**src/sv/mbd_pkg.sv**
```systemverilog
package mbd_pkg;

   // Widths of the configuration registers and of the result fields.
   localparam int unsigned STABLE_W = 4;
   localparam int unsigned MAXEV_W  = 4;
   localparam int unsigned BUTTON_W = 4;
   localparam int unsigned CSR_IDX_W  = 2;
   localparam int unsigned CSR_DATA_W = 4;

   // Register indexes on the configuration port.
   localparam logic [CSR_IDX_W-1:0] CSR_STABLE_SAMPLES = 2'd0;
   localparam logic [CSR_IDX_W-1:0] CSR_ACTIVE_LEVEL   = 2'd1;
   localparam logic [CSR_IDX_W-1:0] CSR_MAX_EVENTS     = 2'd2;

   // Register reset values.
   localparam logic [STABLE_W-1:0] STABLE_RESET = 4'd3;
   localparam logic                ACTIVE_RESET = 1'b0;
   localparam logic [MAXEV_W-1:0]  MAXEV_RESET  = 4'd11;

   // Raw level held by every button after reset (released for active low).
   localparam logic LEVEL_RESET = 1'b1;

   // What one button cell reports in the cycle of a sample word.
   typedef struct packed {
      logic debounced;
      logic flip;
   } cell_stat_type;

endpackage

```
**src/sv/mbd_if.sv**
```systemverilog
// Request channel: one word of raw button levels.
interface mbd_req_if #(
   parameter int unsigned NUM_BUTTONS = 11
);
   logic                   valid;
   logic                   ready;
   logic [NUM_BUTTONS-1:0] raw_levels;

   modport source (output valid, output raw_levels, input ready);
   modport sink   (input valid, input raw_levels, output ready);
endinterface

// Response channel: one event word per reported debounced change, or one word with no event for a quiet tick.
interface mbd_rsp_if #(
   parameter int unsigned NUM_BUTTONS = 11
);
   logic                   valid;
   logic                   ready;
   logic                   event_valid;
   logic [3:0]             event_button;
   logic                   event_pressed;
   logic [NUM_BUTTONS-1:0] pressed_mask;
   logic                   last;

   modport source (output valid, output event_valid, output event_button,
                   output event_pressed, output pressed_mask, output last,
                   input ready);
   modport sink   (input valid, input event_valid, input event_button,
                   input event_pressed, input pressed_mask, input last,
                   output ready);
endinterface

```
**src/sv/mbd_cell.sv**
```systemverilog
module mbd_cell (
   input  logic                          clock,
   input  logic                          reset,
   input  logic                          load,
   input  logic                          raw,
   input  logic [mbd_pkg::STABLE_W-1:0]  stable_samples,
   output mbd_pkg::cell_stat_type        stat
);
   import mbd_pkg::*;

   logic                deb_ff, deb_in;
   logic                cand_ff, cand_in;
   logic [STABLE_W-1:0] cnt_ff, cnt_in;
   logic [STABLE_W-1:0] cnt_step;
   logic                flip;

   // Next state of this button for the sample word now offered.
   always_comb begin
      cand_in  = cand_ff;
      cnt_step = cnt_ff;
      flip     = 1'b0;
      deb_in   = deb_ff;
      cnt_in   = cnt_ff;
      if (raw == deb_ff) begin
         cand_in = raw;
         cnt_in  = '0;
      end else begin
         if (raw == cand_ff) begin
            if (cnt_ff < stable_samples) begin
               cnt_step = cnt_ff + STABLE_W'(1);
            end
         end else begin
            cand_in  = raw;
            cnt_step = STABLE_W'(1);
         end
         flip = (cnt_step >= stable_samples);
         if (flip) begin
            deb_in = raw;
            cnt_in = '0;
         end else begin
            cnt_in = cnt_step;
         end
      end
   end

   assign stat.debounced = deb_in;
   assign stat.flip      = flip;

   // Button state advances once per accepted word.
   always_ff @(posedge clock) begin
      if (reset) begin
         deb_ff  <= LEVEL_RESET;
         cand_ff <= LEVEL_RESET;
         cnt_ff  <= '0;
      end else if (load) begin
         deb_ff  <= deb_in;
         cand_ff <= cand_in;
         cnt_ff  <= cnt_in;
      end
   end

endmodule

```
**src/sv/mbd_emit.sv**
```systemverilog
module mbd_emit #(
   parameter int unsigned NUM_BUTTONS = 11
) (
   input  logic                          clock,
   input  logic                          reset,
   input  logic                          load,
   input  logic [NUM_BUTTONS-1:0]        flips,
   input  logic [NUM_BUTTONS-1:0]        pmask,
   input  logic [mbd_pkg::MAXEV_W-1:0]   event_limit,
   output logic                          load_ready,
   input  logic                          out_ready,
   output logic                          out_valid,
   output logic                          out_event_valid,
   output logic [mbd_pkg::BUTTON_W-1:0]  out_event_button,
   output logic                          out_event_pressed,
   output logic [NUM_BUTTONS-1:0]        out_pressed_mask,
   output logic                          out_last
);
   import mbd_pkg::*;

   localparam int unsigned CW = $clog2(NUM_BUTTONS + 1);
   localparam int unsigned KW = (CW > MAXEV_W) ? CW : MAXEV_W;

   logic                   work_ff;
   logic [NUM_BUTTONS-1:0] pend_ff, pend_in;
   logic [NUM_BUTTONS-1:0] pmask_ff;
   logic [CW-1:0]          sent_ff;

   logic                   rsp_valid_ff;
   logic                   ev_valid_ff;
   logic [BUTTON_W-1:0]    ev_button_ff;
   logic                   ev_pressed_ff;
   logic [NUM_BUTTONS-1:0] mask_ff;
   logic                   last_ff;

   logic                   found;
   logic [BUTTON_W-1:0]    idx;
   logic [NUM_BUTTONS-1:0] onehot;
   logic [NUM_BUTTONS-1:0] rest;
   logic                   limit_hit;
   logic                   last_now;
   logic                   out_free;
   logic                   fire;
   logic                   done;

   // Lowest pending button goes out next.
   always_comb begin
      found  = 1'b0;
      idx    = '0;
      onehot = '0;
      for (int i = 0; i < NUM_BUTTONS; i++) begin
         if (!found && pend_ff[i]) begin
            found     = 1'b1;
            idx       = BUTTON_W'(i);
            onehot[i] = 1'b1;
         end
      end
   end

   assign rest      = pend_ff & ~onehot;
   assign limit_hit = (KW'(sent_ff) + KW'(1)) >= KW'(event_limit);
   assign last_now  = !found || (rest == '0) || limit_hit;
   assign out_free  = !rsp_valid_ff || out_ready;
   assign fire      = work_ff && out_free;
   assign done      = fire && last_now;
   assign load_ready = !work_ff || done;

   // A tick with a report limit of zero reports nothing.
   assign pend_in = (event_limit != '0) ? flips : '0;

   // Work stage: the events of one tick waiting to be sent.
   always_ff @(posedge clock) begin
      if (reset) begin
         work_ff <= 1'b0;
      end else if (load) begin
         work_ff <= 1'b1;
      end else if (done) begin
         work_ff <= 1'b0;
      end
   end

   always_ff @(posedge clock) begin
      if (load) begin
         pend_ff  <= pend_in;
         pmask_ff <= pmask;
         sent_ff  <= '0;
      end else if (fire) begin
         pend_ff <= rest;
         sent_ff <= sent_ff + CW'(1);
      end
   end

   // Output register decouples the sink from the work stage.
   always_ff @(posedge clock) begin
      if (reset) begin
         rsp_valid_ff <= 1'b0;
      end else if (fire) begin
         rsp_valid_ff <= 1'b1;
      end else if (out_ready) begin
         rsp_valid_ff <= 1'b0;
      end
   end

   always_ff @(posedge clock) begin
      if (fire) begin
         ev_valid_ff   <= found;
         ev_button_ff  <= idx;
         ev_pressed_ff <= found && |(pmask_ff & onehot);
         mask_ff       <= pmask_ff;
         last_ff       <= last_now;
      end
   end

   assign out_valid         = rsp_valid_ff;
   assign out_event_valid   = ev_valid_ff;
   assign out_event_button  = ev_button_ff;
   assign out_event_pressed = ev_pressed_ff;
   assign out_pressed_mask  = mask_ff;
   assign out_last          = last_ff;

endmodule

```
**src/sv/multi_button_debouncer_top.sv**
```systemverilog
// A tick's first result word moves from the work stage to the output register before
// it is offered. A tick yields one word per reported event, at least one, at most NUM_BUTTONS;
// the serial event emitter sends them in turn; the cells update on each accepted tick.
// A new tick is accepted in the cycle that the last word of the previous one is sent.
// Reset (synchronous, active high) sets every button to the released raw level with a
// zero count and loads the register reset values.
module multi_button_debouncer_top #(
   parameter int unsigned NUM_BUTTONS = 11
) (
   input  logic                            clock,
   input  logic                            reset,
   mbd_req_if.sink                         req_ch,
   mbd_rsp_if.source                       rsp_ch,
   input  logic                            csr_we,
   input  logic [mbd_pkg::CSR_IDX_W-1:0]   csr_index,
   input  logic [mbd_pkg::CSR_DATA_W-1:0]  csr_wdata
);
   import mbd_pkg::*;

   logic [STABLE_W-1:0]    stable_ff;
   logic                   active_ff;
   logic [MAXEV_W-1:0]     maxev_ff;

   logic                   load;
   logic                   load_ready;
   cell_stat_type          stat [NUM_BUTTONS];
   logic [NUM_BUTTONS-1:0] flips;
   logic [NUM_BUTTONS-1:0] pmask;

   // Configuration registers.
   always_ff @(posedge clock) begin
      if (reset) begin
         stable_ff <= STABLE_RESET;
         active_ff <= ACTIVE_RESET;
         maxev_ff  <= MAXEV_RESET;
      end else if (csr_we) begin
         unique case (csr_index)
            CSR_STABLE_SAMPLES: stable_ff <= csr_wdata[STABLE_W-1:0];
            CSR_ACTIVE_LEVEL:   active_ff <= csr_wdata[0];
            CSR_MAX_EVENTS:     maxev_ff  <= csr_wdata[MAXEV_W-1:0];
            default: ;
         endcase
      end
   end

   assign load         = req_ch.valid && load_ready;
   assign req_ch.ready = load_ready;

   // One cell per button.
   for (genvar g = 0; g < NUM_BUTTONS; g++) begin : g_cell
      mbd_cell u_cell (
         .clock          (clock),
         .reset          (reset),
         .load           (load),
         .raw            (req_ch.raw_levels[g]),
         .stable_samples (stable_ff),
         .stat           (stat[g])
      );
      assign flips[g] = stat[g].flip;
      assign pmask[g] = (stat[g].debounced == active_ff);
   end

   mbd_emit #(
      .NUM_BUTTONS (NUM_BUTTONS)
   ) u_emit (
      .clock             (clock),
      .reset             (reset),
      .load              (load),
      .flips             (flips),
      .pmask             (pmask),
      .event_limit       (maxev_ff),
      .load_ready        (load_ready),
      .out_ready         (rsp_ch.ready),
      .out_valid         (rsp_ch.valid),
      .out_event_valid   (rsp_ch.event_valid),
      .out_event_button  (rsp_ch.event_button),
      .out_event_pressed (rsp_ch.event_pressed),
      .out_pressed_mask  (rsp_ch.pressed_mask),
      .out_last          (rsp_ch.last)
   );

endmodule

```
**src/flat_wrapper.sv**
```systemverilog
// flat-port wrapper written by rule: the top's interface ports become plain ports
module multi_button_debouncer_top_flat import mbd_pkg::*;
#(
   parameter int unsigned NUM_BUTTONS = 11
)
  (clock, reset, csr_we, csr_index, csr_wdata, req_ch_valid, req_ch_raw_levels, req_ch_ready, rsp_ch_valid, rsp_ch_event_valid, rsp_ch_event_button, rsp_ch_event_pressed, rsp_ch_pressed_mask, rsp_ch_last, rsp_ch_ready);
  mbd_req_if #(.NUM_BUTTONS(NUM_BUTTONS)) req_ch_i ();
  mbd_rsp_if #(.NUM_BUTTONS(NUM_BUTTONS)) rsp_ch_i ();
  input  logic clock;
  input  logic reset;
  input  logic csr_we;
  input  logic [mbd_pkg::CSR_IDX_W-1:0] csr_index;
  input  logic [mbd_pkg::CSR_DATA_W-1:0] csr_wdata;
  input wire logic [$bits(req_ch_i.valid)-1:0] req_ch_valid;
  input wire logic [$bits(req_ch_i.raw_levels)-1:0] req_ch_raw_levels;
  output wire logic [$bits(req_ch_i.ready)-1:0] req_ch_ready;
  output wire logic [$bits(rsp_ch_i.valid)-1:0] rsp_ch_valid;
  output wire logic [$bits(rsp_ch_i.event_valid)-1:0] rsp_ch_event_valid;
  output wire logic [$bits(rsp_ch_i.event_button)-1:0] rsp_ch_event_button;
  output wire logic [$bits(rsp_ch_i.event_pressed)-1:0] rsp_ch_event_pressed;
  output wire logic [$bits(rsp_ch_i.pressed_mask)-1:0] rsp_ch_pressed_mask;
  output wire logic [$bits(rsp_ch_i.last)-1:0] rsp_ch_last;
  input wire logic [$bits(rsp_ch_i.ready)-1:0] rsp_ch_ready;
  assign req_ch_i.valid = req_ch_valid;
  assign req_ch_i.raw_levels = req_ch_raw_levels;
  assign req_ch_ready = req_ch_i.ready;
  assign rsp_ch_valid = rsp_ch_i.valid;
  assign rsp_ch_event_valid = rsp_ch_i.event_valid;
  assign rsp_ch_event_button = rsp_ch_i.event_button;
  assign rsp_ch_event_pressed = rsp_ch_i.event_pressed;
  assign rsp_ch_pressed_mask = rsp_ch_i.pressed_mask;
  assign rsp_ch_last = rsp_ch_i.last;
  assign rsp_ch_i.ready = rsp_ch_ready;
  multi_button_debouncer_top #(.NUM_BUTTONS(NUM_BUTTONS)) u_core (.clock(clock), .reset(reset), .req_ch(req_ch_i), .rsp_ch(rsp_ch_i), .csr_we(csr_we), .csr_index(csr_index), .csr_wdata(csr_wdata));
endmodule
```
**config.mk**
```make
export PLATFORM = sky130hd
export DESIGN_NAME = multi_button_debouncer_top_flat
export DESIGN_NICKNAME = d
export VERILOG_FILES = /design/src/sv/mbd_pkg.sv /design/src/sv/mbd_if.sv /design/src/sv/mbd_cell.sv /design/src/sv/mbd_emit.sv /design/src/sv/multi_button_debouncer_top.sv /design/src/flat_wrapper.sv
export SDC_FILE = /design/constraint.sdc
export NUM_CORES = 1
export LEC_CHECK = 0
export ABC_AREA = 1
export BUFFER_PORTS_ARGS = -buffer_cell sky130_fd_sc_hd__buf_2
export CAP_MARGIN = 20
export CORE_UTILIZATION = 55
export DETAILED_ROUTE_END_ITERATION = 8
export PLACE_DENSITY = 0.85
export SYNTH_ARGS = -nofsm -noshare
export SYNTH_HDL_FRONTEND = slang
export SYNTH_SLANG_ARGS = --single-unit
```
**constraint.sdc**
```tcl
create_clock -name clock -period 8.5 [get_ports clock]
set_input_delay 1.275 -clock clock [delete_from_list [all_inputs] [get_ports clock]]
set_output_delay 1.275 -clock clock [all_outputs]
set_load 0.03 [all_outputs]
```
# ---- After elaboration in Yosys (flattened, before gate mapping)
# Cells that the tools add are included.
dict set report op_classes {
  n_addsub 12
  order_cmp 23
  n_eq_ne 46
  n_mux 147
  n_bitwise 3
  reduce_logical 53
}
# op n
set op_table {}
lappend op_table {{$mux 4} 61}
lappend op_table {{$mux 1} 81}
lappend op_table {{$add 4x1->4 const B} 12}
lappend op_table {{$ge 4x4->1} 12}
lappend op_table {{$lt 4x4->1} 11}
lappend op_table {{$eq 1x1->1} 33}
lappend op_table {{$mux 11} 3}
lappend op_table {{$reduce_and 2->1} 14}
lappend op_table {{$and 11x11->11} 2}
lappend op_table {{$ne 2x2->1 const B} 11}
lappend op_table {{$logic_and 1x1->1} 14}
lappend op_table {{$logic_not 1->1} 13}
lappend op_table {{$logic_not 11->1} 1}
lappend op_table {{$not 11->11} 1}
lappend op_table {{$reduce_or 11->1} 1}
lappend op_table {{$reduce_bool 2->1} 3}
lappend op_table {{$logic_or 1x1->1} 4}
lappend op_table {{$mux 2} 2}
lappend op_table {{$reduce_bool 4->1} 1}
lappend op_table {{$reduce_or 3->1} 1}
lappend op_table {{$eq 2x1->1 const B} 1}
lappend op_table {{$eq 2x2->1 const B} 1}
lappend op_table {{$logic_not 2->1} 1}
dict set report word_totals {
  reg_bits 121
  word_cells 331
}

# ---- Logic depth before layout (Yosys ltp)
dict set report logic_depth {
  depth_word 40
  ltp_mapped 21
  depth_no_buf 21
}

# ---- Cells and area by module
# A second synthesis with hierarchy kept.
dict set report hier_totals {
  cells_unflattened 1234
  hier_area_um2 9075.0
}
# mod n_inst cells_each area_each_um2 seq_area_each_um2
set by_module_without_submodules {}
lappend by_module_without_submodules {mbd_cell 11 90 594.3 120.1}
lappend by_module_without_submodules {mbd_emit 1 178 2039.5 1321.3}
lappend by_module_without_submodules {multi_button_debouncer_top 1 66 498.0 180.2}

# ---- Worst setup path after synthesis
# OpenSTA, ideal clock, no wires.
dict set report synth_path {
  path_type {input -> output}
  from {input rsp_ch_ready}
  to {output req_ch_ready}
  arrival_ns 2.536
  setup_slack_ns 4.689
  stages 8
  path_buffers 2
  path_cell_list {inv_1 -> nand2_1 -> nand2_1 -> inv_1 -> nand2_1 -> nand2_2 -> buf_4 -> buf_4}
}
dict set report synth_via {
  elab_chain_len 4
}
# item line_no
set synth_rtl {}
lappend synth_rtl {{start, declared} flat_wrapper.sv:23} ;# input wire logic [$bits(rsp_ch_i.ready)-1:0] rsp_ch_ready;
lappend synth_rtl {{$logic_or 1x1->1} mbd_emit.sv:63} ;# assign out_free = !rsp_valid_ff || out_ready;
lappend synth_rtl {{$logic_and 1x1->1} mbd_emit.sv:64} ;# assign fire = work_ff && out_free;
lappend synth_rtl {{named net u_core.u_emit.fire} mbd_emit.sv:43} ;# logic fire;
lappend synth_rtl {{$logic_and 1x1->1} mbd_emit.sv:65} ;# assign done = fire && last_now;
lappend synth_rtl {{$logic_or 1x1->1} mbd_emit.sv:66} ;# assign load_ready = !work_ff || done;
lappend synth_rtl {{end, declared} flat_wrapper.sv:16} ;# output wire logic [$bits(req_ch_i.ready)-1:0] req_ch_ready;
# The timed path passes the listed nets, and every way through them passes these cells.

# ---- Worst setup path in the final report
# Same ends and word-level chain as after synthesis.

==> qor.csv <==
stage;metric;value;unit
global_route;number of antenna violations at the first check in global routing;0;
placement;routability cong.;0.873;
routing;DRT Wirelength;19.2;mm
critical_path;worst path cell trace;buf_2 -> inv_1 -> nand2_1 -> nand2_1 -> inv_1 -> nand2_1 -> nand2_2 -> buf_4 -> buf_2;
critical_path;crit-path max cell delay;580;ps
synthesis;count leader, synth;nand2_1;
clock_tree;Num CTS Buffers;17;
global_route;met1 usage;31.0;%
synthesis;Post-synth EDFFs;40;
power_and_ir_drop;Max VDD drop;0.143;mV
timing;unrepaired setup endpoints after global routing;no;
die;Die H;125;µm
critical_path;worst r2r src;u_core.u_emit.pend_ff[0];
synthesis;synth warn;0;
clock_tree;clock transition at the registers of the reported paths;50;ps
synthesis;Syn Nets;1240;
synthesis;post-synth top area cell;dfxtp_1;
timing;Slew HR;31.0;%
clock_tree;cts hold-fix bufs;0;
timing;sum of negative setup slack;0;ps
clock_tree;Clk Latency, worst-skew pair;420;ps
critical_path;Bufs and invs on worst path;5;
synthesis;#FFs+latches synth;121;
clock_tree;CTS max path bufs;2;
timing;Clock Skew;8.79;ps
global_route;GRT Util Overall;25.9;%
critical_path;Crit path required time;7220;ps
synthesis;top post-synthesis cells by area;dfxtp_1, edfxtp_1, ha_1;
clock_tree;CTS root buffer;clkbuf_16;
critical_path;delay-heaviest family, CP;buffers and inverters;
clock_tree;post-CTS sizing;0;
critical_path;critical path peak fanout;59;
die;Initial Util;56.7;%
global_route;number of global-route vias before repair;7161;
final_layout;Synth-to-Final Area Change;11.4;%
final_layout;share of cells above drive strength 1;8.18;%
critical_path;Crit path depth;9;
critical_path;CP most frequent cell;nand2_1;
global_route;pin count of the biggest net entering global routing;76;
critical_path;CP Capture Type;output pin;
global_route;global route overflow;0;
global_route;global-route layer with the greatest usage;met2;
synthesis;Seq/Total Area, Yosys;34.1;%
timing;final-report setup violation count;0;
timing;final worst path period need;4570;ps
final_layout;nets;1275;
critical_path;reg2reg end;u_core.u_emit.pend_ff[6];
die;# IOs;42;
routing;drt pass-1 iters;5;
global_route;first-pass GRT wire length;32.8;mm
die;Rows;44;
critical_path;CP Class;input port to output pin;
critical_path;Critical Path Start;rsp_ch_ready;
final_layout;Final Instance Area;9220;µm²
synthesis;syn_area_per_cell;7.36;µm²
routing;Iter 0 DRT Violations;530;
critical_path;worst reg2reg path depth;13;
synthesis;Netlist cell types;37;
critical_path;FF-to-FF setup slack;4760;ps
synthesis;ys async rst share;0;%
job;max_cap viols;0;
final_layout;ANT cells;0;
die;DIE WIDTH;125;µm
routing;Via density;5.51;
placement;IO buf count;41;
critical_path;CP arrival;3300;ps
critical_path;CP Capture Point;req_ch_ready;
placement;placed wire-length estimate;12.4;mm
routing;post-route ant nets;0;
timing;FMAX;219;MHz
clock_tree;TritonCTS Sinks;121;
power_and_ir_drop;Power Density;226;nW/µm²
global_route;met3 Track Usage GR;4.90;%
die;Die Area;15500;µm²
synthesis;Synth top cells by count;nand2_1, nor2_1, nand3_1, inv_1, ha_1;
power_and_ir_drop;Leakage Power;4.53;nW
timing;Hold Violations, Final;0;
synthesis;Synth Cell Area;8280;µm²
outcome;outcome;finished clean;
routing;DR DRC count;0;
worst_hold_path;Worst Hold Class;flip-flop to flip-flop;
die;core area;14600;µm²
clock_tree;postcts setup bufs;0;
timing;max-slew violations;0;
final_layout;fill cell count;1165;
synthesis;post-synth top area share;19.6;%
critical_path;crit path launch type;input port;
clock_tree;CTS tree;done;
synthesis;top_reg_cell synth;dfxtp_1;
placement;DP Area;8620;µm²
timing;Setup WS post-layout;3930;ps
routing;drt wl/cell;14.2;µm
routing;detailed-route via count;7483;
placement;pre-CTS setup slack;3950;ps
global_route;GR Util met2;44.7;%
critical_path;slowest CP cell;inv_1;
synthesis;Post-Syn Instances;1125;
timing;pin slew with the least headroom to its limit;1030;ps
timing;Period Utilization, post-route;53.8;%
clock_tree;CTS H-tree lvls;4;
==> registers in the layout (all words and copies together) (netlist names), 4 cells and up <==
register                        flops
u_core.g_cell.u_cell.cnt_ff        44
u_core.g_cell.u_cell.cand_ff       11
u_core.g_cell.u_cell.deb_ff        11
u_core.u_emit.out_pressed_mask     11
u_core.u_emit.pend_ff              11
u_core.u_emit.pmask_ff             11
u_core.maxev_ff                     4
u_core.stable_ff                    4
u_core.u_emit.out_event_button      4
u_core.u_emit.sent_ff               4
==> stage by stage <==
step / util, % / cells / hold WS [ps] / total power [W]
2_1_floorplan: - / 1125 / 426 / 0.00121
3_3_place_gp: 58.9 / 1324 / 441 / 0.00132
3_5_place_dp: 59.1 / 1325 / 453 / 0.00134
4_1_cts: 63.2 / 1357 / 476 / 0.00208
5_1_grt: 63.2 / 1357 / 475 / 0.00221
6_report: 63.2 / 1357 / 474 / 0.00208
==> cells in the final DEF, fill, tap and decap left out, types with 2 or more instances in the layout <==
cell type,Yosys,routed
inv_2,1,2
clkinv_1,0,4
bufinv_16,0,4
xor2_1,47,47
clkbuf_1,11,4
nand3_1,153,153
o21ai_0,32,32
clkbuf_16,0,17
a21boi_0,4,4
a221oi_1,2,2
edfxtp_1,40,40
nand4_1,16,16
o21ai_1,10,10
nand2_2,3,3
o211ai_1,19,19
nor3_1,3,3
clkinv_2,0,2
inv_1,143,142
or2_2,5,5
a21oi_1,43,43
buf_2,12,41
ha_1,93,93
dfxtp_1,81,81
buf_4,2,7
nor2_1,164,164
mux2_2,7,7
nand2_1,214,214
==> where the power goes <==
part / internal [W] / switching (W) / total, W
combinational: 0.000213 / 0.000380 / 0.000593
sequential: 0.000689 / 0.0000670 / 0.000756
clock: 0.000484 / 0.000249 / 0.000734
==> final cells by class <==
| type | count | area (µm²) | area share [%] |
|---|---|---|---|
| Multi-Input combinational cell | 827 | 4740 | 51.5 |
| Sequential cell | 121 | 2820 | 30.6 |
| Inverter | 144 | 541 | 5.86 |
| Clock buffer | 21 | 440 | 4.78 |
| Timing Repair Buffer | 49 | 285 | 3.10 |
| Tap cell | 184 | 230 | 2.50 |
| Clock inverter | 11 | 153 | 1.66 |
==> logic make-up (layout without fill, tap and decap cells) <==
family	after synthesis	after routing	share of synthesized area, %
AO/OA/AOI/OAI	114	114	7.83
XOR/XNOR	48	48	5.08
adder cells (fa/ha/maj)	93	93	14.1
buffers and inverters	177	225	8.57
flip-flops	121	121	34.1
multiplexers	7	7	0.952
AND/OR/NAND/NOR	565	565	29.4
==> routing by layer <==
layer  share of wire [%]  wire length, µm
met1                  44             8410
met4                 3.5              676
met2                  48             9220
met3                 4.8              927
met5                   0                0
==> worst reg2reg max path: stages (launching register included) <==
cell and delay [ps]:
edfxtp_1 520, nor2_4 230, nand4_4 170, nor3_4 270
nand4_2 200, nand2_1 120, nand3_1 100, nand2_1 100
nand2_1 60, nand2_2 80, buf_4 540, nand2_2 130
buf_4 380, nand2_1 480
==> how the worst min path moves through the flow <==
stage	slack (ps)	cells past startpoint	endpoint	from
after floorplan	430	0	u_core.u_emit.out_pressed_mask[3]	u_core.u_emit.pmask_ff[3]
after global placement	440	0	u_core.u_emit.out_pressed_mask[3]	u_core.u_emit.pmask_ff[3]
after detailed placement	450	0	u_core.u_emit.out_pressed_mask[3]	u_core.u_emit.pmask_ff[3]
after CTS	480	2	u_core.g_cell[3].u_cell.cand_ff	u_core.g_cell[3].u_cell.cand_ff
after global routing	480	0	u_core.u_emit.out_pressed_mask[4]	u_core.u_emit.pmask_ff[4]
final	470	2	u_core.g_cell[1].u_cell.cand_ff	u_core.g_cell[1].u_cell.cand_ff
(Power assumes the default switching activity.)
